File: src/design/rasa_pkg.sv
// ----------------------------------------------------------------------------
// rasa_pkg: shared types and constants for the rotation source address core
// Word layouts, configuration register indexes and the quarter-wave sine
// table built at elaboration.
// ----------------------------------------------------------------------------
package rasa_pkg;

    localparam int MAX_DIM        = 1024;
    localparam int TRIG_FRAC_BITS = 14;
    localparam int ANGLE_STEPS    = 360;
    localparam int QUARTER        = ANGLE_STEPS / 4;

    localparam int ANGLE_W = 9;
    localparam int COORD_W = 10;
    localparam int DIM_W   = 11;
    localparam int QIDX_W  = $clog2(QUARTER + 1);

    // unsigned table entry (sin 90 deg is exactly 2^TRIG_FRAC_BITS)
    localparam int TRIG_W  = TRIG_FRAC_BITS + 1;
    // signed sine / cosine
    localparam int STRIG_W = TRIG_W + 1;
    // signed offset from the center
    localparam int DELTA_W = DIM_W;
    localparam int PROD_W  = STRIG_W + DELTA_W;
    localparam int SUM_W   = PROD_W + 2;
    localparam int QUOT_W  = SUM_W - TRIG_FRAC_BITS;

    localparam logic [63:0] PI_Q30 = 64'd3373259426;

    // Q64 reciprocals for the table build: floor(n / d) = (n * ceil(2^64 / d)) >> 64,
    // exact for every numerator the series produces (none of the divisors is a
    // power of two, so the ceiling is the floor plus one)
    localparam logic [127:0] ONE_Q64     = 128'd1 << 64;
    localparam logic [127:0] RECIP_ANGLE = ONE_Q64 / 128'(ANGLE_STEPS) + 128'd1;
    // divisor (2n)(2n+1) of Taylor term n sits at index n-1
    localparam logic [9:0][127:0] RECIP_TAYLOR =
    {
        ONE_Q64 / 128'd420 + 128'd1,
        ONE_Q64 / 128'd342 + 128'd1,
        ONE_Q64 / 128'd272 + 128'd1,
        ONE_Q64 / 128'd210 + 128'd1,
        ONE_Q64 / 128'd156 + 128'd1,
        ONE_Q64 / 128'd110 + 128'd1,
        ONE_Q64 / 128'd72  + 128'd1,
        ONE_Q64 / 128'd42  + 128'd1,
        ONE_Q64 / 128'd20  + 128'd1,
        ONE_Q64 / 128'd6   + 128'd1
    };

    localparam int CFG_IDX_W = 1;
    localparam logic [CFG_IDX_W-1:0] REG_IMAGE_WIDTH  = 1'd0;
    localparam logic [CFG_IDX_W-1:0] REG_IMAGE_HEIGHT = 1'd1;

    localparam logic [DIM_W-1:0] WIDTH_RESET  = 11'd640;
    localparam logic [DIM_W-1:0] HEIGHT_RESET = 11'd480;

    typedef struct packed {
        logic [ANGLE_W-1:0] angle_deg;
        logic [COORD_W-1:0] dest_x;
        logic [COORD_W-1:0] dest_y;
    } in_word_t;

    typedef struct packed {
        logic [COORD_W-1:0] src_x;
        logic [COORD_W-1:0] src_y;
        logic               inside_res;
    } out_word_t;

    typedef struct packed {
        logic signed [STRIG_W-1:0] sin_val;
        logic signed [STRIG_W-1:0] cos_val;
    } trig_t;

    typedef logic [QUARTER:0][TRIG_W-1:0] sin_table_t;

    // numerator times Q64 reciprocal, integer part
    function automatic logic [63:0] mul_recip(input logic [63:0] num,
                                              input logic [127:0] recip);
        logic [127:0] prod;
        prod = {64'd0, num} * recip;
        return prod[127:64];
    endfunction

    // round(sin(k deg) * 2^TRIG_FRAC_BITS) from a Q30 Taylor series
    function automatic logic [TRIG_W-1:0] quarter_sine(input int unsigned k);
        logic [63:0]        x;
        logic [63:0]        term;
        logic signed [63:0] sum;
        logic [63:0]        rnd;
        x    = mul_recip(64'(k) * PI_Q30 * 64'd2, RECIP_ANGLE);
        term = x;
        sum  = $signed(x);
        for (int n = 1; n <= 10; n++)
        begin
            term = (term * x) >> 30;
            term = (term * x) >> 30;
            term = mul_recip(term, RECIP_TAYLOR[n-1]);
            if ((n % 2) == 1)
                sum = sum - $signed(term);
            else
                sum = sum + $signed(term);
        end
        if (sum < 0)
            sum = 64'sd0;
        rnd = ($unsigned(sum) + (64'd1 << (29 - TRIG_FRAC_BITS))) >> (30 - TRIG_FRAC_BITS);
        return rnd[TRIG_W-1:0];
    endfunction

    function automatic sin_table_t build_sin_table();
        sin_table_t t;
        for (int k = 0; k <= QUARTER; k++)
            t[k] = quarter_sine(k);
        return t;
    endfunction

    localparam sin_table_t SIN_TABLE = build_sin_table();

endpackage

File: src/design/rasa_in_if.sv
// ----------------------------------------------------------------------------
// rasa_in_if: destination pixel word channel
// Valid/ready handshake carrying angle and destination coordinate.
// ----------------------------------------------------------------------------
interface rasa_in_if;
    logic               valid;
    logic               ready;
    rasa_pkg::in_word_t data;

    modport source (output valid, output data, input ready);
    modport sink   (input valid, input data, output ready);
endinterface

File: src/design/rasa_out_if.sv
// ----------------------------------------------------------------------------
// rasa_out_if: source address word channel
// Valid/ready handshake carrying source coordinate and inside flag.
// ----------------------------------------------------------------------------
interface rasa_out_if;
    logic                valid;
    logic                ready;
    rasa_pkg::out_word_t data;

    modport source (output valid, output data, input ready);
    modport sink   (input valid, input data, output ready);
endinterface

File: src/design/rasa_cfg_if.sv
// ----------------------------------------------------------------------------
// rasa_cfg_if: configuration write channel
// Valid/ready handshake carrying register index and write data.
// ----------------------------------------------------------------------------
interface rasa_cfg_if;
    logic                               valid;
    logic                               ready;
    logic [rasa_pkg::CFG_IDX_W-1:0]     index;
    logic [rasa_pkg::DIM_W-1:0]         data;

    modport source (output valid, output index, output data, input ready);
    modport sink   (input valid, input index, input data, output ready);
endinterface

File: src/design/rasa_trig_lookup.sv
// ----------------------------------------------------------------------------
// rasa_trig_lookup: angle to signed sine and cosine
// Wraps the angle into 0..359, folds it onto the quarter-wave table and
// applies the quadrant signs.
// ----------------------------------------------------------------------------
module rasa_trig_lookup
(
    input  logic [rasa_pkg::ANGLE_W-1:0] angle_deg,
    output rasa_pkg::trig_t              trig
);

    localparam int Q1 = rasa_pkg::QUARTER;
    localparam int Q2 = 2 * rasa_pkg::QUARTER;
    localparam int Q3 = 3 * rasa_pkg::QUARTER;
    localparam int Q4 = 4 * rasa_pkg::QUARTER;
    localparam int AW = rasa_pkg::ANGLE_W;
    localparam int IW = rasa_pkg::QIDX_W;
    localparam int SW = rasa_pkg::STRIG_W;

    logic [AW-1:0]         a_wrap;
    logic [AW-1:0]         sin_full;
    logic [AW-1:0]         cos_full;
    logic                  sin_neg;
    logic                  cos_neg;
    logic signed [SW-1:0]  sin_mag;
    logic signed [SW-1:0]  cos_mag;

    // one subtraction covers the whole 9-bit input range
    assign a_wrap = (angle_deg >= AW'(Q4)) ? angle_deg - AW'(Q4) : angle_deg;

    always_comb
    begin
        if (a_wrap <= AW'(Q1))
        begin
            sin_full = a_wrap;
            cos_full = AW'(Q1) - a_wrap;
            sin_neg  = 1'b0;
            cos_neg  = 1'b0;
        end
        else if (a_wrap <= AW'(Q2))
        begin
            sin_full = AW'(Q2) - a_wrap;
            cos_full = a_wrap - AW'(Q1);
            sin_neg  = 1'b0;
            cos_neg  = 1'b1;
        end
        else if (a_wrap <= AW'(Q3))
        begin
            sin_full = a_wrap - AW'(Q2);
            cos_full = AW'(Q3) - a_wrap;
            sin_neg  = 1'b1;
            cos_neg  = 1'b1;
        end
        else
        begin
            sin_full = AW'(Q4) - a_wrap;
            cos_full = a_wrap - AW'(Q3);
            sin_neg  = 1'b1;
            cos_neg  = 1'b0;
        end
    end

    assign sin_mag = $signed({1'b0, rasa_pkg::SIN_TABLE[sin_full[IW-1:0]]});
    assign cos_mag = $signed({1'b0, rasa_pkg::SIN_TABLE[cos_full[IW-1:0]]});

    assign trig.sin_val = sin_neg ? -sin_mag : sin_mag;
    assign trig.cos_val = cos_neg ? -cos_mag : cos_mag;

endmodule

File: src/design/image_rotation_source_address_core.sv
// ----------------------------------------------------------------------------
// image_rotation_source_address_core: nearest-neighbor rotation source address
// Inverse maps an output pixel through a rotation about the image center and
// reports the source pixel plus whether it falls inside the image.
// ----------------------------------------------------------------------------
// Each stage holds one word; an accepted word passes them in order to pix_out.
// Throughput: one word per cycle while pix_out is ready; the three pipeline
//   stages (trig lookup, products, sum/truncate/bounds) advance on demand.
// Reset (rst_n low, asynchronous): pipeline empties, image size returns to
//   640 x 480. Configuration writes are accepted in every cycle.
module image_rotation_source_address_core
(
    input  logic              clk,
    input  logic              rst_n,
    rasa_cfg_if.sink          cfg,
    rasa_in_if.sink           pix_in,
    rasa_out_if.source        pix_out
);

    localparam int FB = rasa_pkg::TRIG_FRAC_BITS;
    localparam int DW = rasa_pkg::DIM_W;
    localparam int CW = rasa_pkg::COORD_W;
    localparam int SW = rasa_pkg::STRIG_W;
    localparam int XW = rasa_pkg::DELTA_W;
    localparam int PW = rasa_pkg::PROD_W;
    localparam int UW = rasa_pkg::SUM_W;
    localparam int QW = rasa_pkg::QUOT_W;

    // ------------------------------------------------------------------
    // Configuration registers
    // ------------------------------------------------------------------
    logic [DW-1:0] width_reg;
    logic [DW-1:0] height_reg;

    assign cfg.ready = 1'b1;

    always_ff @(posedge clk or negedge rst_n)
    begin
        if (!rst_n)
        begin
            width_reg  <= rasa_pkg::WIDTH_RESET;
            height_reg <= rasa_pkg::HEIGHT_RESET;
        end
        else if (cfg.valid)
        begin
            case (cfg.index)
                rasa_pkg::REG_IMAGE_WIDTH:  width_reg  <= cfg.data;
                rasa_pkg::REG_IMAGE_HEIGHT: height_reg <= cfg.data;
                default: ;
            endcase
        end
    end

    // sizes above MAX_DIM act as MAX_DIM; center is the integer half
    logic [DW-1:0] w_eff;
    logic [DW-1:0] h_eff;
    logic [CW-1:0] cx;
    logic [CW-1:0] cy;

    assign w_eff = (width_reg  > DW'(rasa_pkg::MAX_DIM)) ? DW'(rasa_pkg::MAX_DIM) : width_reg;
    assign h_eff = (height_reg > DW'(rasa_pkg::MAX_DIM)) ? DW'(rasa_pkg::MAX_DIM) : height_reg;
    assign cx    = w_eff[DW-1:1];
    assign cy    = h_eff[DW-1:1];

    // ------------------------------------------------------------------
    // Pipeline control: a stage loads when it is empty or drains forward
    // ------------------------------------------------------------------
    logic v1_reg, v2_reg, v3_reg;
    logic adv1, adv2, adv3;

    assign adv3         = !v3_reg || pix_out.ready;
    assign adv2         = !v2_reg || adv3;
    assign adv1         = !v1_reg || adv2;
    assign pix_in.ready = adv1;

    always_ff @(posedge clk or negedge rst_n)
    begin
        if (!rst_n)
        begin
            v1_reg <= 1'b0;
            v2_reg <= 1'b0;
            v3_reg <= 1'b0;
        end
        else
        begin
            if (adv1)
                v1_reg <= pix_in.valid;
            if (adv2)
                v2_reg <= v1_reg;
            if (adv3)
                v3_reg <= v2_reg;
        end
    end

    // ------------------------------------------------------------------
    // Stage 1: angle -> sin/cos, destination -> offset from center
    // ------------------------------------------------------------------
    rasa_pkg::trig_t       trig;
    logic signed [SW-1:0]  sin1_reg, cos1_reg;
    logic signed [XW-1:0]  dx1_reg, dy1_reg;
    logic signed [XW-1:0]  dx1_next, dy1_next;

    rasa_trig_lookup u_trig
    (
        .angle_deg (pix_in.data.angle_deg),
        .trig      (trig)
    );

    assign dx1_next = $signed({1'b0, pix_in.data.dest_x}) - $signed({1'b0, cx});
    assign dy1_next = $signed({1'b0, pix_in.data.dest_y}) - $signed({1'b0, cy});

    always_ff @(posedge clk)
    begin
        if (adv1)
        begin
            sin1_reg <= trig.sin_val;
            cos1_reg <= trig.cos_val;
            dx1_reg  <= dx1_next;
            dy1_reg  <= dy1_next;
        end
    end

    // ------------------------------------------------------------------
    // Stage 2: the four rotation products, exact
    // ------------------------------------------------------------------
    logic signed [PW-1:0] cdx2_reg, sdy2_reg, sdx2_reg, cdy2_reg;

    always_ff @(posedge clk)
    begin
        if (adv2)
        begin
            cdx2_reg <= PW'(cos1_reg) * PW'(dx1_reg);
            sdy2_reg <= PW'(sin1_reg) * PW'(dy1_reg);
            sdx2_reg <= PW'(sin1_reg) * PW'(dx1_reg);
            cdy2_reg <= PW'(cos1_reg) * PW'(dy1_reg);
        end
    end

    // ------------------------------------------------------------------
    // Stage 3: add center, truncate toward zero, bounds check
    // ------------------------------------------------------------------
    logic signed [UW-1:0] sum_x, sum_y;
    logic signed [UW-1:0] cx_fix, cy_fix;
    logic [UW-1:0]        mag_x, mag_y;
    logic [QW-1:0]        q_x, q_y;
    logic                 neg_x, neg_y;
    logic                 src_in_img;
    rasa_pkg::out_word_t  out_next;
    rasa_pkg::out_word_t  out_reg;

    assign cx_fix = $signed(UW'({cx, {FB{1'b0}}}));
    assign cy_fix = $signed(UW'({cy, {FB{1'b0}}}));

    assign sum_x = UW'(cdx2_reg) + UW'(sdy2_reg) + cx_fix;
    assign sum_y = UW'(cdy2_reg) - UW'(sdx2_reg) + cy_fix;

    assign neg_x = sum_x[UW-1];
    assign neg_y = sum_y[UW-1];
    assign mag_x = neg_x ? $unsigned(-sum_x) : $unsigned(sum_x);
    assign mag_y = neg_y ? $unsigned(-sum_y) : $unsigned(sum_y);
    assign q_x   = mag_x[UW-1:FB];
    assign q_y   = mag_y[UW-1:FB];

    // a negative sum only survives truncation as zero when it is above -1
    assign src_in_img = (!neg_x || (q_x == '0)) && (q_x < QW'(w_eff)) &&
                        (!neg_y || (q_y == '0)) && (q_y < QW'(h_eff));

    always_comb
    begin
        out_next.inside_res = src_in_img;
        out_next.src_x      = src_in_img ? q_x[CW-1:0] : '0;
        out_next.src_y      = src_in_img ? q_y[CW-1:0] : '0;
    end

    always_ff @(posedge clk)
    begin
        if (adv3)
            out_reg <= out_next;
    end

    assign pix_out.valid = v3_reg;
    assign pix_out.data  = out_reg;

    // ------------------------------------------------------------------
    // Assertions
    // ------------------------------------------------------------------
    a_ready_when_drained: assert property (@(posedge clk) disable iff (!rst_n)
        !v3_reg |-> pix_in.ready)
        else $error("input stalled with an empty output stage");

    a_result_has_source: assert property (@(posedge clk) disable iff (!rst_n)
        $rose(v3_reg) |-> $past(v2_reg))
        else $error("result word appeared without a word in the product stage");

    a_inside_in_bounds: assert property (@(posedge clk) disable iff (!rst_n)
        (pix_out.valid && pix_out.data.inside_res) |->
        ((DW'(pix_out.data.src_x) < w_eff) && (DW'(pix_out.data.src_y) < h_eff)))
        else $error("inside result lies outside the image");

    a_outside_zero: assert property (@(posedge clk) disable iff (!rst_n)
        (pix_out.valid && !pix_out.data.inside_res) |->
        ((pix_out.data.src_x == '0) && (pix_out.data.src_y == '0)))
        else $error("outside result carries a nonzero address");

endmodule
File: src/flat_wrapper.sv
// flat-port wrapper written by rule: the top's interface ports become plain ports
module image_rotation_source_address_core_flat 
  (clk, rst_n, cfg_valid, cfg_index, cfg_data, cfg_ready, pix_in_valid, pix_in_data, pix_in_ready, pix_out_valid, pix_out_data, pix_out_ready);
  rasa_cfg_if cfg_i ();
  rasa_in_if pix_in_i ();
  rasa_out_if pix_out_i ();
  input  logic clk;
  input  logic rst_n;
  input wire logic [$bits(cfg_i.valid)-1:0] cfg_valid;
  input wire logic [$bits(cfg_i.index)-1:0] cfg_index;
  input wire logic [$bits(cfg_i.data)-1:0] cfg_data;
  output wire logic [$bits(cfg_i.ready)-1:0] cfg_ready;
  input wire logic [$bits(pix_in_i.valid)-1:0] pix_in_valid;
  input wire logic [$bits(pix_in_i.data)-1:0] pix_in_data;
  output wire logic [$bits(pix_in_i.ready)-1:0] pix_in_ready;
  output wire logic [$bits(pix_out_i.valid)-1:0] pix_out_valid;
  output wire logic [$bits(pix_out_i.data)-1:0] pix_out_data;
  input wire logic [$bits(pix_out_i.ready)-1:0] pix_out_ready;
  assign cfg_i.valid = cfg_valid;
  assign cfg_i.index = cfg_index;
  assign cfg_i.data = cfg_data;
  assign cfg_ready = cfg_i.ready;
  assign pix_in_i.valid = pix_in_valid;
  assign pix_in_i.data = pix_in_data;
  assign pix_in_ready = pix_in_i.ready;
  assign pix_out_valid = pix_out_i.valid;
  assign pix_out_data = pix_out_i.data;
  assign pix_out_i.ready = pix_out_ready;
  image_rotation_source_address_core u_core (.clk(clk), .rst_n(rst_n), .cfg(cfg_i), .pix_in(pix_in_i), .pix_out(pix_out_i));
endmodule
File: config.mk
export PLATFORM = sky130hd
export DESIGN_NAME = image_rotation_source_address_core_flat
export DESIGN_NICKNAME = d
export VERILOG_FILES = /design/src/design/rasa_pkg.sv /design/src/design/rasa_in_if.sv /design/src/design/rasa_out_if.sv /design/src/design/rasa_cfg_if.sv /design/src/design/rasa_trig_lookup.sv /design/src/design/image_rotation_source_address_core.sv /design/src/flat_wrapper.sv
export SDC_FILE = /design/constraint.sdc
export NUM_CORES = 2
export LEC_CHECK = 0
export BUFFER_PORTS_ARGS = -buffer_cell sky130_fd_sc_hd__clkbuf_2
export CAP_MARGIN = 5
export CORE_AREA = 5 5 387 389
export DETAILED_ROUTE_END_ITERATION = 10
export DIE_AREA = 0 0 392 394
export MAX_ROUTING_LAYER = met4
export PLACE_DENSITY = 0.43
export SLEW_MARGIN = 40
export SYNTH_ARGS = -nofsm -noshare
export SYNTH_HDL_FRONTEND = slang
export SYNTH_SLANG_ARGS = --single-unit
File: constraint.sdc
create_clock -name clk -period 6.4 [get_ports clk]
set_clock_uncertainty 0.05 [all_clocks]
set_input_delay 0.96 -clock clk [delete_from_list [all_inputs] [get_ports clk]]
set_output_delay 0.96 -clock clk [all_outputs]
set_load 0.1 [all_outputs]
==> qor.csv <==
metric,value,unit
Critical Path Stages,37,
CTS H-tree depth,1,
Core ar.,146000,um^2
residual DRC count,0,
Post-synth EDFFs,183,
met3 usage,1.32,%
share of cells above drive strength 1,20.6,%
Layout area overhead,22.5,%
post-route design area,53200,um^2
first-pass GRT wire length,222,mm
antenna violations before repair,1,
Yosys cell types,109,
Hold Path Class,in2async,
Die Ht,394,um
Row Count,141,
vias in the first global route,37500,
Non-Filler Instances,7413,
max-cap viol count,0,
dominant cell type by count on the critical path,a21oi_2,
Critical Path Source,u_core.sdx2_reg[0],
"Async S/R FF share, synth",12.0,%
crit path max fanout,7,
Setup Slack @ Placement,-0.598,ns
"Cell Area, Placed",51100,um^2
critical path type,reg2reg,
Port-buffer cells,68,
Slew @ Worst Pin,0.800,ns
most frequent cells after synthesis,"789 x inv_1, 654 x fa_1, 469 x nand2_1, 365 x ha_1, 360 x and2_1",
Initial Utilization,29.7,%
share of the yosys chip area belonging to registers,14.1,%
fin crit period,6.76,ns
Cell Count Post-Placement,7311,
clock root cell,clkbuf_16,
die width,392,um
Routed Antenna Nets,0,
CTS tree,done,
Final setup viols,21,
Synth Net Count,5894,
Worst-path clk slew,0.06,ns
average wire per standard cell,18.9,um
final wirelength,140,mm
Longest Clk Path Bufs,3,
Vias,36100,
Critical-path top delay cell,fa_2,
CP Data Required Time,6.79,ns
Via-to-Cell Ratio,4.87,
Clock Sinks,208,
FMAX,148,MHz
detailed placement HPWL,117,mm
Critical Path End Type,flop,
status,"finished, violations left",
Num CTS Buffers,29,
worst-skew pair later-pin latency,0.61,ns
Synth Cell Area,43500,um^2
pin count of the biggest net entering global routing,57,
GRT overflow,0,
synthesized flop and latch total,208,
n_diodes,0,
GPL Wtd Cong,0.892,
Final Hold Vio Count,0,
GR peak layer,met2,
FF-to-FF Start,u_core.sdx2_reg[0],
WP data arrival,7.15,ns
RSZ-0062 raised after global routing,yes,
nets@finish,6525,
top cell type's share of synthesized area,30.1,%
cts hold-fix bufs,0,
cell taking the most area after synthesis,fa_1,
CP Buf/Inv Count,3,
die area,154000,um^2
All-Layer GR Usage,18.6,%
1st-pass router iterations,6,
I/O pin count,70,
top cell family by delay on the critical path,compound AO/OA/AOI/OAI gates,
crit path launch type,flop,
final worst setup slack,-0.364,ns
most frequent cell after synthesis,inv_1,
fin crit share,106,%
grt met2 use,30.4,%
failing checks,negative setup slack,
drt first-iter violations,2018,
Slew headroom,46.5,%
met1 GRT Util,25.7,%
"Slew Viols, Final",0,
Max stage delay on crit path,0.39,ns
Synth warnings,0,
cell count after synthesis,4829,
ranking of synthesized cells by area,"fa_1 30%, edfxtp_1 13%, ha_1 11%",
worst reg-to-reg path cell count,37,
ys flop type,edfxtp_1,
syn avg cell area,9.00,um^2
## per-layer routing
layer	up-vias	wire (um)
li1	17200	-
met1	18100	65800
met2	704	66000
met3	139	5230
met4	0	3220
met5	-	0
## cell type report
| class | count | area [um^2] |
|---|---|---|
| clock inverter | 19 | 136 |
| fill | 15300 | 93200 |
| clock buffer | 35 | 810 |
| tap | 1930 | 2410 |
| inverter | 797 | 3000 |
| sequential | 208 | 6130 |
| timing repair buffer | 831 | 6510 |
| multi-input combinational | 3593 | 34200 |
## logic make-up (layout without fill, tap and decap cells)
kind of cell / Yosys count / count (layout) / synth area share [%]
fa+ha+maj: 1021 / 1021 / 40.7
xor+xnor: 223 / 223 / 4.49
flops: 208 / 208 / 14.1
simple gates: 1459 / 1459 / 17.2
buf+inv: 1028 / 1682 / 9.09
mux: 33 / 33 / 0.858
other cells: 1 / 1 / 0.00863
compound gates: 856 / 856 / 13.6
## layout by cell type, fill, tap and decap left out, types with 34 or more instances in the layout
cell and instances:
fa_1 648, o211ai_1 37, a21oi_1 162, xnor2_1 160
nand2b_1 85, ha_1 347, and2_1 360, xor2_1 60
inv_1 787, nand2_1 468, o21ai_0 116, nand3_1 64
a21o_1 69, clkbuf_2 68, nor2_1 185, buf_4 714
o21a_1 34, nor2b_1 38, nor3_1 68, edfxtp_1 183
## per-stage QoR
stage	setup TNS, ns	hold WS [ns]	util (%)
2_1_floorplan	-0.0305	0.385	-
3_3_place_gp	-15.25	0.400	34.9
3_5_place_dp	-15.07	0.425	34.9
4_1_cts	-4.86	0.284	35.8
5_1_grt	-15.82	0.344	36.3
6_report	-6.77	0.324	36.3
## path summary, 6_finish.rpt
path | end | slack, ns
worst min register to register | u_core.v2_reg | 0.44
worst min-delay path | u_core.v2_reg | 0.32
worst max-delay path | u_core.pix_out.data[11] | -0.36
max in group asynchronous | u_core.height_reg[1] | 5.54
worst max register to register | u_core.pix_out.data[11] | -0.36
min in group clk | u_core.v2_reg | 0.44
## repair_timing
item,in CTS,in global routing
pin swaps,43,91
resized for setup,51,131
gates cloned,2,1
endpoints found under the setup margin,33,47
setup buffers,19,27
endpoints found under the hold margin,0,0
Power is left out: the tool's default activity adds up to more than one toggle a clock period on the data nets, which glitch-free logic cannot reach.
